===== config.mk =====
export PLATFORM = sky130hd
export DESIGN_NAME = serial_frame_command_handler_flat
export DESIGN_NICKNAME = d
export VERILOG_FILES = /design/src/sv/sfch_pkg.sv /design/src/sv/sfch_if.sv /design/src/sv/sfch_front.sv /design/src/sv/sfch_cmd_fifo.sv /design/src/sv/sfch_back.sv /design/src/sv/serial_frame_command_handler.sv /design/src/flat_wrapper.sv
export SDC_FILE = /design/constraint.sdc
export NUM_CORES = 1
export LEC_CHECK = 0
export BUFFER_PORTS_ARGS = -buffer_cell sky130_fd_sc_hd__clkbuf_2
export CORE_ASPECT_RATIO = 1.75
export CORE_MARGIN = 2
export CORE_UTILIZATION = 61
export DETAILED_ROUTE_END_ITERATION = 16
export PLACE_DENSITY = 0.89
export SLEW_MARGIN = 20
export SYNTH_ARGS = -nofsm -noshare
export SYNTH_HDL_FRONTEND = slang
export SYNTH_SLANG_ARGS = --single-unit

===== constraint.sdc =====
create_clock -name clk_i -period 5.6 [get_ports clk_i]
set_clock_uncertainty 0.2 [all_clocks]
set_input_delay 0.56 -clock clk_i [delete_from_list [all_inputs] [get_ports clk_i]]
set_output_delay 0.56 -clock clk_i [all_outputs]
set_load 0.005 [all_outputs]

===== src/sv/sfch_pkg.sv =====
package sfch_pkg;

  localparam int unsigned CMD_FIFO_DEPTH = 4;
  localparam int unsigned CMD_PTR_W      = $clog2(CMD_FIFO_DEPTH);

  localparam int unsigned CFG_IDX_W = 1;
  localparam logic [CFG_IDX_W-1:0] CFG_SESSION_ENABLED = 1'b0;
  localparam logic [CFG_IDX_W-1:0] CFG_ERASE_ADDR      = 1'b1;

  localparam logic [7:0] FRAME_START  = 8'h55;
  localparam logic [7:0] FRAME_END    = 8'hCC;
  localparam logic [7:0] OP_HELLO     = 8'd1;
  localparam logic [7:0] OP_WRITE     = 8'd3;
  localparam logic [7:0] OP_STATUS    = 8'd100;
  localparam logic [7:0] MIN_WRITE_LEN = 8'd4;
  localparam logic [7:0] STATUS_LEN   = 8'd25;

  localparam logic [1:0] RES_TX    = 2'd0;
  localparam logic [1:0] RES_ERASE = 2'd1;
  localparam logic [1:0] RES_WRITE = 2'd2;

  // Position of the last result of each reply burst.
  localparam logic [4:0] SHORT_LAST_IDX  = 5'd3;
  localparam logic [4:0] STATUS_LAST_IDX = 5'd28;
  localparam logic [4:0] STATUS_TEXT_OFS = 5'd3;

  localparam logic [7:0] STATUS_TEXT [25] = '{
    8'h6F, 8'h70, 8'h63, 8'h6F, 8'h64, 8'h65, 8'h20, 8'h31, 8'h30, 8'h30,
    8'h3A, 8'h20, 8'h63, 8'h75, 8'h72, 8'h72, 8'h65, 8'h6E, 8'h20, 8'h53,
    8'h74, 8'h61, 8'h74, 8'h65, 8'h2E
  };

  typedef enum logic [2:0] {
    PH_STOPPED = 3'b001,
    PH_AWAIT   = 3'b010,
    PH_ACTIVE  = 3'b100
  } phase_e;

  typedef enum logic [1:0] {
    CMD_ERASE  = 2'd0,
    CMD_WRITE  = 2'd1,
    CMD_SHORT  = 2'd2,
    CMD_STATUS = 2'd3
  } cmd_e;

  typedef struct packed {
    cmd_e        kind;
    logic [31:0] addr;
    logic [7:0]  data;
  } cmd_t;

  typedef struct packed {
    logic                 we;
    logic [CFG_IDX_W-1:0] index;
    logic [31:0]          wdata;
  } cfg_t;

  function automatic logic [7:0] status_char(input logic [4:0] idx);
    logic [7:0] c;
    c = 8'h00;
    if (idx < 5'd25) begin
      c = STATUS_TEXT[idx];
    end
    return c;
  endfunction

endpackage


===== src/sv/sfch_if.sv =====
interface sfch_rx_if;
  logic       valid;
  logic       ready;
  logic [7:0] rx_byte;

  modport source (output valid, output rx_byte, input ready);
  modport sink (input valid, input rx_byte, output ready);
endinterface

interface sfch_res_if;
  logic        valid;
  logic        ready;
  logic [1:0]  result_kind;
  logic [31:0] flash_address;
  logic [7:0]  data_byte;
  logic        last_of_run;

  modport source (output valid, output result_kind, output flash_address,
                  output data_byte, output last_of_run, input ready);
  modport sink (input valid, input result_kind, input flash_address,
                input data_byte, input last_of_run, output ready);
endinterface


===== src/sv/sfch_front.sv =====
module sfch_front (
  input  logic          clk_i,
  input  logic          rst_ni,
  input  sfch_pkg::cfg_t cfg_i,
  sfch_rx_if.sink       rx_i,
  input  logic          full_i,
  output logic          push_o,
  output sfch_pkg::cmd_t cmd_o
);
  import sfch_pkg::*;

  phase_e      phase_q, phase_d;
  logic [8:0]  pos_q, pos_d;
  logic [7:0]  len_q, len_d;
  logic [7:0]  op_q, op_d;
  logic [31:0] wp_q, wp_d;
  logic [31:0] erase_addr_q, erase_addr_d;

  logic        acc;
  logic [7:0]  b;
  logic [31:0] wp_shift;
  logic [8:0]  end_pos;

  assign rx_i.ready = !full_i;
  assign acc        = rx_i.valid && !full_i;
  assign b          = rx_i.rx_byte;
  assign end_pos    = {1'b0, len_q} + 9'd3;
  assign wp_shift   = (pos_q <= 9'd6) ? {wp_q[23:0], b} : wp_q;

  always_comb begin
    phase_d      = phase_q;
    pos_d        = pos_q;
    len_d        = len_q;
    op_d         = op_q;
    wp_d         = wp_q;
    erase_addr_d = erase_addr_q;
    push_o       = 1'b0;
    cmd_o.kind   = CMD_SHORT;
    cmd_o.addr   = 32'd0;
    cmd_o.data   = op_q;

    if (cfg_i.we) begin
      if (cfg_i.index == CFG_SESSION_ENABLED) begin
        phase_d = cfg_i.wdata[0] ? PH_AWAIT : PH_STOPPED;
        pos_d   = 9'd0;
        len_d   = 8'd0;
        op_d    = 8'd0;
        wp_d    = 32'd0;
      end else begin
        erase_addr_d = cfg_i.wdata;
      end
    end else if (acc && phase_q != PH_STOPPED) begin
      if (pos_q == 9'd0) begin
        if (b == FRAME_START) begin
          pos_d = 9'd1;
        end
      end else if (pos_q == 9'd1) begin
        len_d = b;
        pos_d = 9'd2;
      end else if (pos_q == 9'd2) begin
        op_d  = b;
        pos_d = 9'd3;
      end else if (pos_q >= end_pos) begin
        // Trailer byte: the frame is complete.
        pos_d = 9'd0;
        if (phase_q == PH_AWAIT) begin
          if (op_q == OP_HELLO) begin
            phase_d = PH_ACTIVE;
          end
        end else if (phase_q == PH_ACTIVE) begin
          push_o     = 1'b1;
          cmd_o.kind = (op_q == OP_STATUS) ? CMD_STATUS : CMD_SHORT;
        end
      end else begin
        wp_d = wp_shift;
        if (phase_q == PH_ACTIVE && op_q == OP_WRITE && len_q >= MIN_WRITE_LEN) begin
          if (pos_q == 9'd6 && wp_shift == 32'd0) begin
            push_o     = 1'b1;
            cmd_o.kind = CMD_ERASE;
            cmd_o.addr = erase_addr_q;
            cmd_o.data = 8'd0;
          end
          if (pos_q >= 9'd7) begin
            push_o     = 1'b1;
            cmd_o.kind = CMD_WRITE;
            cmd_o.addr = wp_shift;
            cmd_o.data = b;
            wp_d       = wp_shift + 32'd1;
          end
        end
        pos_d = pos_q + 9'd1;
      end
    end
  end

  always_ff @(posedge clk_i or negedge rst_ni) begin
    if (!rst_ni) begin
      phase_q      <= PH_STOPPED;
      pos_q        <= 9'd0;
      len_q        <= 8'd0;
      op_q         <= 8'd0;
      wp_q         <= 32'd0;
      erase_addr_q <= 32'd0;
    end else begin
      phase_q      <= phase_d;
      pos_q        <= pos_d;
      len_q        <= len_d;
      op_q         <= op_d;
      wp_q         <= wp_d;
      erase_addr_q <= erase_addr_d;
    end
  end

endmodule


===== src/sv/sfch_cmd_fifo.sv =====
module sfch_cmd_fifo (
  input  logic           clk_i,
  input  logic           rst_ni,
  input  logic           push_i,
  input  sfch_pkg::cmd_t cmd_i,
  output logic           full_o,
  input  logic           pop_i,
  output logic           valid_o,
  output sfch_pkg::cmd_t cmd_o
);
  import sfch_pkg::*;

  cmd_t                 mem_q [CMD_FIFO_DEPTH];
  logic [CMD_PTR_W-1:0] wr_ptr_q, wr_ptr_d;
  logic [CMD_PTR_W-1:0] rd_ptr_q, rd_ptr_d;
  logic [CMD_PTR_W:0]   count_q, count_d;
  logic                 do_push, do_pop;

  assign full_o  = (count_q == (CMD_PTR_W + 1)'(CMD_FIFO_DEPTH));
  assign valid_o = (count_q != '0);
  assign cmd_o   = mem_q[rd_ptr_q];
  assign do_push = push_i && !full_o;
  assign do_pop  = pop_i && valid_o;

  always_comb begin
    wr_ptr_d = wr_ptr_q;
    rd_ptr_d = rd_ptr_q;
    count_d  = count_q;
    if (do_push) begin
      wr_ptr_d = wr_ptr_q + CMD_PTR_W'(1);
    end
    if (do_pop) begin
      rd_ptr_d = rd_ptr_q + CMD_PTR_W'(1);
    end
    if (do_push && !do_pop) begin
      count_d = count_q + (CMD_PTR_W + 1)'(1);
    end else if (do_pop && !do_push) begin
      count_d = count_q - (CMD_PTR_W + 1)'(1);
    end
  end

  always_ff @(posedge clk_i) begin
    if (do_push) begin
      mem_q[wr_ptr_q] <= cmd_i;
    end
  end

  always_ff @(posedge clk_i or negedge rst_ni) begin
    if (!rst_ni) begin
      wr_ptr_q <= '0;
      rd_ptr_q <= '0;
      count_q  <= '0;
    end else begin
      wr_ptr_q <= wr_ptr_d;
      rd_ptr_q <= rd_ptr_d;
      count_q  <= count_d;
    end
  end

endmodule


===== src/sv/sfch_back.sv =====
module sfch_back (
  input  logic           clk_i,
  input  logic           rst_ni,
  input  logic           valid_i,
  input  sfch_pkg::cmd_t cmd_i,
  output logic           pop_o,
  sfch_res_if.source     res_o
);
  import sfch_pkg::*;

  logic [4:0]  idx_q, idx_d;
  logic        out_valid_q, out_valid_d;
  logic [1:0]  kind_q, kind_d;
  logic [31:0] addr_q, addr_d;
  logic [7:0]  data_q, data_d;
  logic        last_q, last_d;

  logic        can_load;
  logic [1:0]  r_kind;
  logic [31:0] r_addr;
  logic [7:0]  r_data;
  logic        r_last;

  assign can_load = !out_valid_q || res_o.ready;

  // Expand the head command into the result at position idx_q of its run.
  always_comb begin
    r_kind = RES_TX;
    r_addr = 32'd0;
    r_data = 8'd0;
    r_last = 1'b1;
    case (cmd_i.kind)
      CMD_ERASE: begin
        r_kind = RES_ERASE;
        r_addr = cmd_i.addr;
      end
      CMD_WRITE: begin
        r_kind = RES_WRITE;
        r_addr = cmd_i.addr;
        r_data = cmd_i.data;
      end
      CMD_SHORT: begin
        r_last = (idx_q == SHORT_LAST_IDX);
        case (idx_q)
          5'd0:    r_data = FRAME_START;
          5'd1:    r_data = 8'd0;
          5'd2:    r_data = cmd_i.data;
          default: r_data = FRAME_END;
        endcase
      end
      default: begin
        r_last = (idx_q == STATUS_LAST_IDX);
        case (idx_q)
          5'd0:            r_data = FRAME_START;
          5'd1:            r_data = STATUS_LEN;
          5'd2:            r_data = OP_STATUS;
          STATUS_LAST_IDX: r_data = FRAME_END;
          default:         r_data = status_char(idx_q - STATUS_TEXT_OFS);
        endcase
      end
    endcase
  end

  always_comb begin
    idx_d       = idx_q;
    out_valid_d = out_valid_q;
    kind_d      = kind_q;
    addr_d      = addr_q;
    data_d      = data_q;
    last_d      = last_q;
    pop_o       = 1'b0;
    if (can_load) begin
      out_valid_d = valid_i;
      if (valid_i) begin
        kind_d = r_kind;
        addr_d = r_addr;
        data_d = r_data;
        last_d = r_last;
        if (r_last) begin
          pop_o = 1'b1;
          idx_d = 5'd0;
        end else begin
          idx_d = idx_q + 5'd1;
        end
      end
    end
  end

  always_ff @(posedge clk_i or negedge rst_ni) begin
    if (!rst_ni) begin
      idx_q       <= 5'd0;
      out_valid_q <= 1'b0;
    end else begin
      idx_q       <= idx_d;
      out_valid_q <= out_valid_d;
    end
  end

  always_ff @(posedge clk_i) begin
    kind_q <= kind_d;
    addr_q <= addr_d;
    data_q <= data_d;
    last_q <= last_d;
  end

  assign res_o.valid         = out_valid_q;
  assign res_o.result_kind   = kind_q;
  assign res_o.flash_address = addr_q;
  assign res_o.data_byte     = data_q;
  assign res_o.last_of_run   = last_q;

endmodule


===== src/sv/serial_frame_command_handler.sv =====
// Results of a byte pass through the command queue, then are registered in the output stage.
// Throughput: one byte per cycle while the four-entry command queue has room.
// The result stage emits one result per cycle unless the output is stalled: a write or erase
// is one result, a short reply four results and the status reply 29 results.
// Reset (asynchronous, active low) stops the session and empties the queue and output stage.
module serial_frame_command_handler (
  input  logic                              clk_i,
  input  logic                              rst_ni,
  input  logic                              cfg_we_i,
  input  logic [sfch_pkg::CFG_IDX_W-1:0]    cfg_index_i,
  input  logic [31:0]                       cfg_wdata_i,
  sfch_rx_if.sink                           rx_i,
  sfch_res_if.source                        res_o
);
  import sfch_pkg::*;

  cfg_t cfg;
  logic push, full, pop, head_valid;
  cmd_t push_cmd, head_cmd;

  assign cfg.we    = cfg_we_i;
  assign cfg.index = cfg_index_i;
  assign cfg.wdata = cfg_wdata_i;

  sfch_front u_front (
    .clk_i  (clk_i),
    .rst_ni (rst_ni),
    .cfg_i  (cfg),
    .rx_i   (rx_i),
    .full_i (full),
    .push_o (push),
    .cmd_o  (push_cmd)
  );

  sfch_cmd_fifo u_fifo (
    .clk_i   (clk_i),
    .rst_ni  (rst_ni),
    .push_i  (push),
    .cmd_i   (push_cmd),
    .full_o  (full),
    .pop_i   (pop),
    .valid_o (head_valid),
    .cmd_o   (head_cmd)
  );

  sfch_back u_back (
    .clk_i   (clk_i),
    .rst_ni  (rst_ni),
    .valid_i (head_valid),
    .cmd_i   (head_cmd),
    .pop_o   (pop),
    .res_o   (res_o)
  );

endmodule


===== src/flat_wrapper.sv =====
// flat-port wrapper written by rule: the top's interface ports become plain ports
module serial_frame_command_handler_flat import sfch_pkg::*;
  (clk_i, rst_ni, cfg_we_i, cfg_index_i, cfg_wdata_i, rx_i_valid, rx_i_rx_byte, rx_i_ready, res_o_valid, res_o_result_kind, res_o_flash_address, res_o_data_byte, res_o_last_of_run, res_o_ready);
  sfch_rx_if rx_i_i ();
  sfch_res_if res_o_i ();
  input  logic clk_i;
  input  logic rst_ni;
  input  logic cfg_we_i;
  input  logic [sfch_pkg::CFG_IDX_W-1:0] cfg_index_i;
  input  logic [31:0] cfg_wdata_i;
  input wire logic [$bits(rx_i_i.valid)-1:0] rx_i_valid;
  input wire logic [$bits(rx_i_i.rx_byte)-1:0] rx_i_rx_byte;
  output wire logic [$bits(rx_i_i.ready)-1:0] rx_i_ready;
  output wire logic [$bits(res_o_i.valid)-1:0] res_o_valid;
  output wire logic [$bits(res_o_i.result_kind)-1:0] res_o_result_kind;
  output wire logic [$bits(res_o_i.flash_address)-1:0] res_o_flash_address;
  output wire logic [$bits(res_o_i.data_byte)-1:0] res_o_data_byte;
  output wire logic [$bits(res_o_i.last_of_run)-1:0] res_o_last_of_run;
  input wire logic [$bits(res_o_i.ready)-1:0] res_o_ready;
  assign rx_i_i.valid = rx_i_valid;
  assign rx_i_i.rx_byte = rx_i_rx_byte;
  assign rx_i_ready = rx_i_i.ready;
  assign res_o_valid = res_o_i.valid;
  assign res_o_result_kind = res_o_i.result_kind;
  assign res_o_flash_address = res_o_i.flash_address;
  assign res_o_data_byte = res_o_i.data_byte;
  assign res_o_last_of_run = res_o_i.last_of_run;
  assign res_o_i.ready = res_o_ready;
  serial_frame_command_handler u_core (.clk_i(clk_i), .rst_ni(rst_ni), .cfg_we_i(cfg_we_i), .cfg_index_i(cfg_index_i), .cfg_wdata_i(cfg_wdata_i), .rx_i(rx_i_i), .res_o(res_o_i));
endmodule

After elaboration in Yosys (flattened, before gate mapping) --
Memories as Yosys holds them, arrays and structs flattened. Index checks and enable logic that the tools add are counted.
Word-level totals: bits in registers 148, bits in latches 0, memory bits (writable) 168, ROM bits 256, word-level logic and storage cells 168, memories kept 2
Memories:
- (no name shown) | words 32, width 8, rd ports 1, clocked after memory_dff 0, wr ports 0, line sfch_pkg.sv:62 | c = STATUS_TEXT[idx];
- u_core.u_fifo.mem_q | words 4, width 42, rd ports 1, clocked after memory_dff 0, wr ports 1, line sfch_cmd_fifo.sv:13 | cmd_t mem_q [CMD_FIFO_DEPTH];
Operators by class: $add $sub $neg 9, multipliers 0, div/mod/pow operators 0, order comparisons 6, eq/ne operators 23, shifts and indexed selects 0, muxes and demuxes 78, bitwise operators 1, reduce and logical (&&, ||, !) cells 34
Operator list (number):
- $mux W42 | 8
- $mux W32 | 10
- $mux W8 | 13
- $mux W9 | 8
- $pmux W8 S3 | 2
- $mux W40 | 1
- $mux W3 | 11
- $add A32 B1 Y32 const B | 1
- $logic_not A32 Y1 | 1
- $pmux W8 S4 | 1
- $mux W1 | 19
- $eq A8 B7 Y1 const B | 2
- $reduce_bool A2 Y1 | 7
- $eq A5 B2 Y1 const B | 2
- $ne A2 B2 Y1 const B | 5
- $add A8 B2 Y9 const B | 1
- $add A9 B1 Y9 const B | 1
- $eq A9 B1 Y1 const B | 1
- $eq A9 B2 Y1 const B | 1
- $eq A9 B3 Y1 const B | 1
- $ge A9 B3 Y1 const B | 1
- $ge A9 B9 Y1 | 1
- $le A9 B3 Y1 const B | 1
- $logic_and A1 B1 Y1 | 9
- 36 further kinds | 43

Longest topological paths before layout --
word-level depth 18, gate-level depth with buffers 19, depth with buffers taken out 18

By module --
From an unflattened synthesis, not the netlist that was laid out.
Second synthesis, totals: cell total of the unflattened synthesis 1361, area total of the unflattened synthesis 16303.1 µm²
Modules (own cells, without submodules):
- sfch_front | times used 1, cells each 826, area each 6810.3 µm²
- sfch_cmd_fifo | times used 1, cells each 256, area each 6531.3 µm²
- sfch_back | times used 1, cells each 279, area each 2961.6 µm²

Worst setup path after synthesis --
Ideal clock, no wire load.
path kind register to register, from reg u_core.u_front.pos_q[0], to mem u_core.u_fifo.mem_q[0][0] (netlist bit), enable pin, arrival 4.525 ns, required time 4.996 ns, setup slack 0.471 ns, cell stages (with the launch flop) 15, buffers on the path 3, path through dfrtp_1 inv_1 ha_1 nand3b_1 nand3_1 buf_2 clkbuf_1 clkbuf_1 mux2i_1 ha_1 nand3_1 a2111oi_0 and3_1 a211o_1 and2_1
On the way: longest elaborated chain between the ends 16, elaborated cells between the ends (all ways) 22
Ends and longest elaborated chain:
- from (decl) | line sfch_front.sv:13 | logic [8:0] pos_q, pos_d;
- from (signal assigned) | line sfch_front.sv:106 | pos_q <= pos_d;
- $le A9 B3 Y1 | line sfch_front.sv:28 | assign wp_shift = (pos_q <= 9'd6) ? {wp_q[23:0], b} : wp_q;
- $mux W32 | line sfch_front.sv:28
- $logic_not A32 Y1 | line sfch_front.sv:77 | if (pos_q == 9'd6 && wp_shift == 32'd0) begin
- $logic_and A1 B1 Y1 | line sfch_front.sv:77
- $mux W1 | line sfch_front.sv:77
- $mux W1 | line sfch_front.sv:83 | if (pos_q >= 9'd7) begin
- $mux W1 | line sfch_front.sv:76 | if (phase_q == PH_ACTIVE && op_q == OP_WRITE && len_q >= MIN_WRITE_LEN) begin
- $mux W1 | line sfch_front.sv:63 | end else if (pos_q >= end_pos) begin
- $mux W1 | line sfch_front.sv:60 | end else if (pos_q == 9'd2) begin
- $mux W1 | line sfch_front.sv:57 | end else if (pos_q == 9'd1) begin
- $mux W1 * | line sfch_front.sv:53 | if (pos_q == 9'd0) begin
- $mux W1 * | line sfch_front.sv:52 | end else if (acc && phase_q != PH_STOPPED) begin
- $mux W1 * | line sfch_front.sv:42 | if (cfg_i.we) begin
- $logic_and A1 B1 Y1 * | line sfch_cmd_fifo.sv:22 | assign do_push = push_i && !full_o;
- net u_core.u_fifo.do_push | line sfch_cmd_fifo.sv:17 | logic do_push, do_pop;
- $mux W1 * | line sfch_cmd_fifo.sv:43 | if (do_push) begin
- $mux W1 (not written as such) * | line sfch_cmd_fifo.sv:44 | mem_q[wr_ptr_q] <= cmd_i;
- to (decl) | line sfch_cmd_fifo.sv:13
The timed path passes the listed nets; every way through them passes the cells marked *.

==> flow_metrics.py <==
metrics = {
    "pwr": {
        "power.leakage_nw": 6.72,
        "netSwitchingPower_mw": 1.90,
        "comb_power_share_pct": 22.1,
        "peakVddDrop_mv": 0.254,
        "p_sw_share_pct": 29.7,
        "seq_power_share_pct": 47.5,
        "clock_power_share_pct": 30.4,
        "cellPowerDensity_mw_per_mm2": 372,
        "internal-power_mw": 4.50,
    },
    "clock_network": {
        "post_cts.repair.setup_buffers": 0,
        "worst_setup_hold_path_clk_slew_ns": 0.07,
        "cts_tree": "done",
        "cts_buffers": 27,
        "max-clock-path-buffers": 3,
        "ctsHtreeMaxLevel": 1,
        "clock_latency_ns": 0.56,
        "cts_sinks": 316,
        "cts_root_buf": "sky130_fd_sc_hd__clkbuf_16",
    },
    "synthesis": {
        "postSynthRegisterBits": 316,
        "mappedNetlistArea_mm2": 0.0156,
        "average_footprint_of_a_synthesized_cell_um2": 12.4,
        "synth_mux_area_share_pct": 12.3,
        "postSynth.asyncResetShare_pct": 33.2,
        "synthDominantAreaCellType": "sky130_fd_sc_hd__edfxtp_1",
        "number_of_enable_type_register_cells_in_the_synthesized_netlist": 211,
        "synth_compound_gate_area_share_pct": 9.85,
        "synth_top_area_share_pct": 40.6,
        "synth_fp_nets": 1335,
        "synthAdderAreaFrac_pct": 2.38,
        "ys_top_cells_by_area": "sky130_fd_sc_hd__edfxtp_1 (41%), sky130_fd_sc_hd__dfrtp_1 (17%), sky130_fd_sc_hd__mux4_2 (6.1%)",
        "yosysUniqueCellTypes": 74,
        "synth_warnings": 0,
        "syn_inst": 1260,
        "ys_seq_area_share_pct": 57.5,
        "largest_family_of_logic_cells_by_synthesized_area": "simple AND/OR/NAND/NOR gates",
        "synth_simple_gate_area_share_pct": 13.5,
        "yosys.area_share.xor_xnor_pct": 1.91,
        "postSynth.topFlopCell": "sky130_fd_sc_hd__edfxtp_1",
    },
    "min_path": {
        "worstHoldPathType": "primary input to flip-flop",
    },
    "routing": {
        "detailedRoute.firstPassIterationCount": 7,
        "post_drt_wl_per_cell_um": 24.9,
        "drt_iter0_markers": 1502,
        "post-route-drc-count": 0,
        "vias": 11400,
        "ant_nets": 0,
        "routed_wl_um": 41200,
        "post_drt_via_cell_ratio": 6.90,
    },
    "layout": {
        "antenna_diode_instance_count": 0,
        "final_net_count": 1392,
        "layout-area-overhead-vs-synth_pct": 10.4,
        "stdcell_count": 1654,
        "share_of_post_route_cells_with_drive_strength_above_1_pct": 20.5,
    },
    "sta": {
        "report.final.hold_viol_count": 0,
        "report.final.slew_viol_count": 0,
        "final_min_period_over_clock_period_pct": 83.7,
        "unrepaired_setup_endpoints_after_global_routing": "false",
        "timing_worst_slew_pin_value_ns": 1.15,
        "finalHoldWorstSlack_ns": 0.0312,
        "min_period_ns": 4.69,
        "finalSetupTns_ns": 0,
        "slew_headroom_pct": 22.5,
        "final-setup-viol-count": 0,
        "maxClockFrequency_mhz": 213,
    },
    "global_routing": {
        "grt_use_total_pct": 30.4,
        "overflow_after_grt": 0,
        "pin_count_of_the_biggest_net_entering_global_routing": 62,
        "grt_first_pass_wirelength_um": 64100,
        "grt_antenna_before_repair": 0,
        "first_global_vias": 11300,
    },
    "worst_setup_path": {
        "crit_path_end_kind": "flip-flop",
        "critPathRequiredTime_ns": 5.70,
        "critPathMaxFanout": 19,
        "timing.setup.critical_path_class": "flip-flop to flip-flop",
        "slowest_delay_ns": 0.83,
        "slowest_stage": "sky130_fd_sc_hd__and2_1",
        "critPathTopFamily": "simple AND/OR/NAND/NOR gates",
        "cp.buffers_inverters": 0,
        "timing.critical_path.cells": "nor4_1, nand3_2, mux2i_1, ha_1, nand3_1, a2111oi_0, and4_1, and2_1, o2bb2ai_1",
        "arrival_ns": 4.79,
        "start_kind": "flip-flop",
    },
    "floorplanning": {
        "die_y_um": 215,
        "die_w_um": 125,
        "start_util_pct": 61.8,
        "core_mm2": 0.0252,
        "boundaryPins": 91,
        "floorplan.die_area_mm2": 0.0269,
        "placement_rows": 77,
    },
    "placement": {
        "port-buffer-count": 90,
        "finalWeightedCongestion": 1.02,
        "placedCellCount": 1603,
        "dp.final_hpwl_um": 28000,
    },
    "run_status": {
        "run_status": "finished clean",
    },
    "flow_run": {
        "cap_viol_max_count": 0,
    },
}
-- layout by cell type (no fill, tap or decap), drive strengths merged, types with 6 or more instances in the layout --
master,instances
nor3,29
clkbuf,119
o211ai,6
a22oi,6
nor2b,43
buf,22
inv,26
a31oi,16
and3,12
o2bb2ai,16
o22ai,6
or3,12
a211o,6
edfxtp,211
mux2,52
nand3,48
and2,10
a22o,7
a21o,12
xnor2,20
mux4,42
mux2i,38
nor4,20
nand2,104
dfrtp,104
clkinv,8
o21ai,62
nor2,87
xor2,14
a21oi,48
o31ai,7
nand4,14
ha,28
-- stage by stage --
step	cell area, µm²	util (%)	power, mW	worst slack [ns]
6_report	17200	68.2	6.40	0.915
4_1_cts	17200	68.2	6.41	1.03
2_1_floorplan	15600	-	3.97	0.471
3_3_place_gp	16300	64.5	4.42	1.18
5_1_grt	17200	68.2	6.63	0.496
3_5_place_dp	16300	64.5	4.47	1.05
-- final timing paths --
| kind | start | cells past startpoint | to | slack (ns) |
|---|---|---|---|---|
| worst max-delay path | u_core.u_front.pos_q[5]$_DFFE_PN0P_ | 9 | u_core.u_fifo.mem_q[3][16]$_DFFE_PP_ | 0.91 |
| worst min-delay path | cfg_wdata_i[9] | 2 | u_core.u_front.erase_addr_q[9]$_DFFE_PN0P_ | 0.03 |
| worst max register to register | u_core.u_front.pos_q[5]$_DFFE_PN0P_ | 9 | u_core.u_fifo.mem_q[3][16]$_DFFE_PP_ | 0.91 |
| worst min register to register | u_core.u_front.erase_addr_q[31]$_DFFE_PN0P_ | 1 | u_core.u_front.erase_addr_q[31]$_DFFE_PN0P_ | 0.31 |
| max in group asynchronous | rst_ni | 3 | u_core.u_front.wp_q[24]$_DFFE_PN0P_ | 3.62 |
| min in group asynchronous | rst_ni | 2 | u_core.u_front.len_q[5]$_DFFE_PN0P_ | 0.40 |
-- synth_stat cells, drive strengths merged, types with 14 or more instances --
| cell type | n |
|---|---|
| nand2 | 104 |
| ha | 28 |
| mux2 | 52 |
| buf | 23 |
| edfxtp | 211 |
| nor2 | 87 |
| o21ai | 62 |
| nand3 | 48 |
| clkbuf | 61 |
| nand4 | 14 |
| mux2i | 38 |
| mux4 | 42 |
| a31oi | 16 |
| o2bb2ai | 16 |
| nor4 | 20 |
| xor2 | 14 |
| a21oi | 48 |
| nor3 | 29 |
| xnor2 | 20 |
| inv | 20 |
| dfrtp | 104 |
| nor2b | 43 |
-- cell families after synthesis --
group	Yosys count
xor+xnor	34
flops	316
mux	132
simple gates	413
fa+ha+maj	29
compound gates	232
buf+inv	104
-- layer usage --
metal	wire length (µm)	GRT usage (%)
met4	3180	19.0
met5	0	0
met3	3020	3.20
met1	14300	36.4
met2	20700	52.9
-- registers in the layout, summed over array words and instances (netlist names) --
name	count
u_core.u_front.len_q	8
u_core.u_back.res_o.flash_address	32
u_core.u_front.wp_q	32
u_core.u_back.res_o.result_kind	2
u_core.u_fifo.rd_ptr_q	2
u_core.u_front.pos_q	9
u_core.u_front.phase_q	3
u_core.u_back.res_o.last_of_run	1
u_core.u_front.op_q	8
u_core.u_back.res_o.valid	1
u_core.u_front.erase_addr_q	32
u_core.u_fifo.wr_ptr_q	2
u_core.u_fifo.mem_q	168
u_core.u_fifo.count_q	3
u_core.u_back.idx_q	5
u_core.u_back.res_o.data_byte	8
-- what timing repair did --
item,4_1_cts,5_1_grt
gates resized for setup,0,0
hold endpoints to repair,51,0
hold buffers,1,0
-- layout make-up --
| type | instances | area (µm²) |
|---|---|---|
| Inverter | 20 | 75.1 |
| Clock inverter | 20 | 211 |
| Fill cell | 1746 | 8030 |
| Timing Repair Buffer | 112 | 621 |
| Multi-Input combinational cell | 840 | 6240 |
| Clock buffer | 30 | 697 |
| Tap cell | 316 | 395 |
| Sequential cell | 316 | 8970 |
-- power by group through the flow --
stage          logic (mW)  registers (mW)  clock network (mW)
2_1_floorplan        1.01            2.97                   0
4_1_cts              1.42            3.03                1.97
3_3_place_gp         1.35            3.07                   0
6_report             1.42            3.04                1.95
3_5_place_dp         1.40            3.07                   0
5_1_grt              1.53            3.05                2.05
Note: power is estimated with default switching activity, not from simulation.
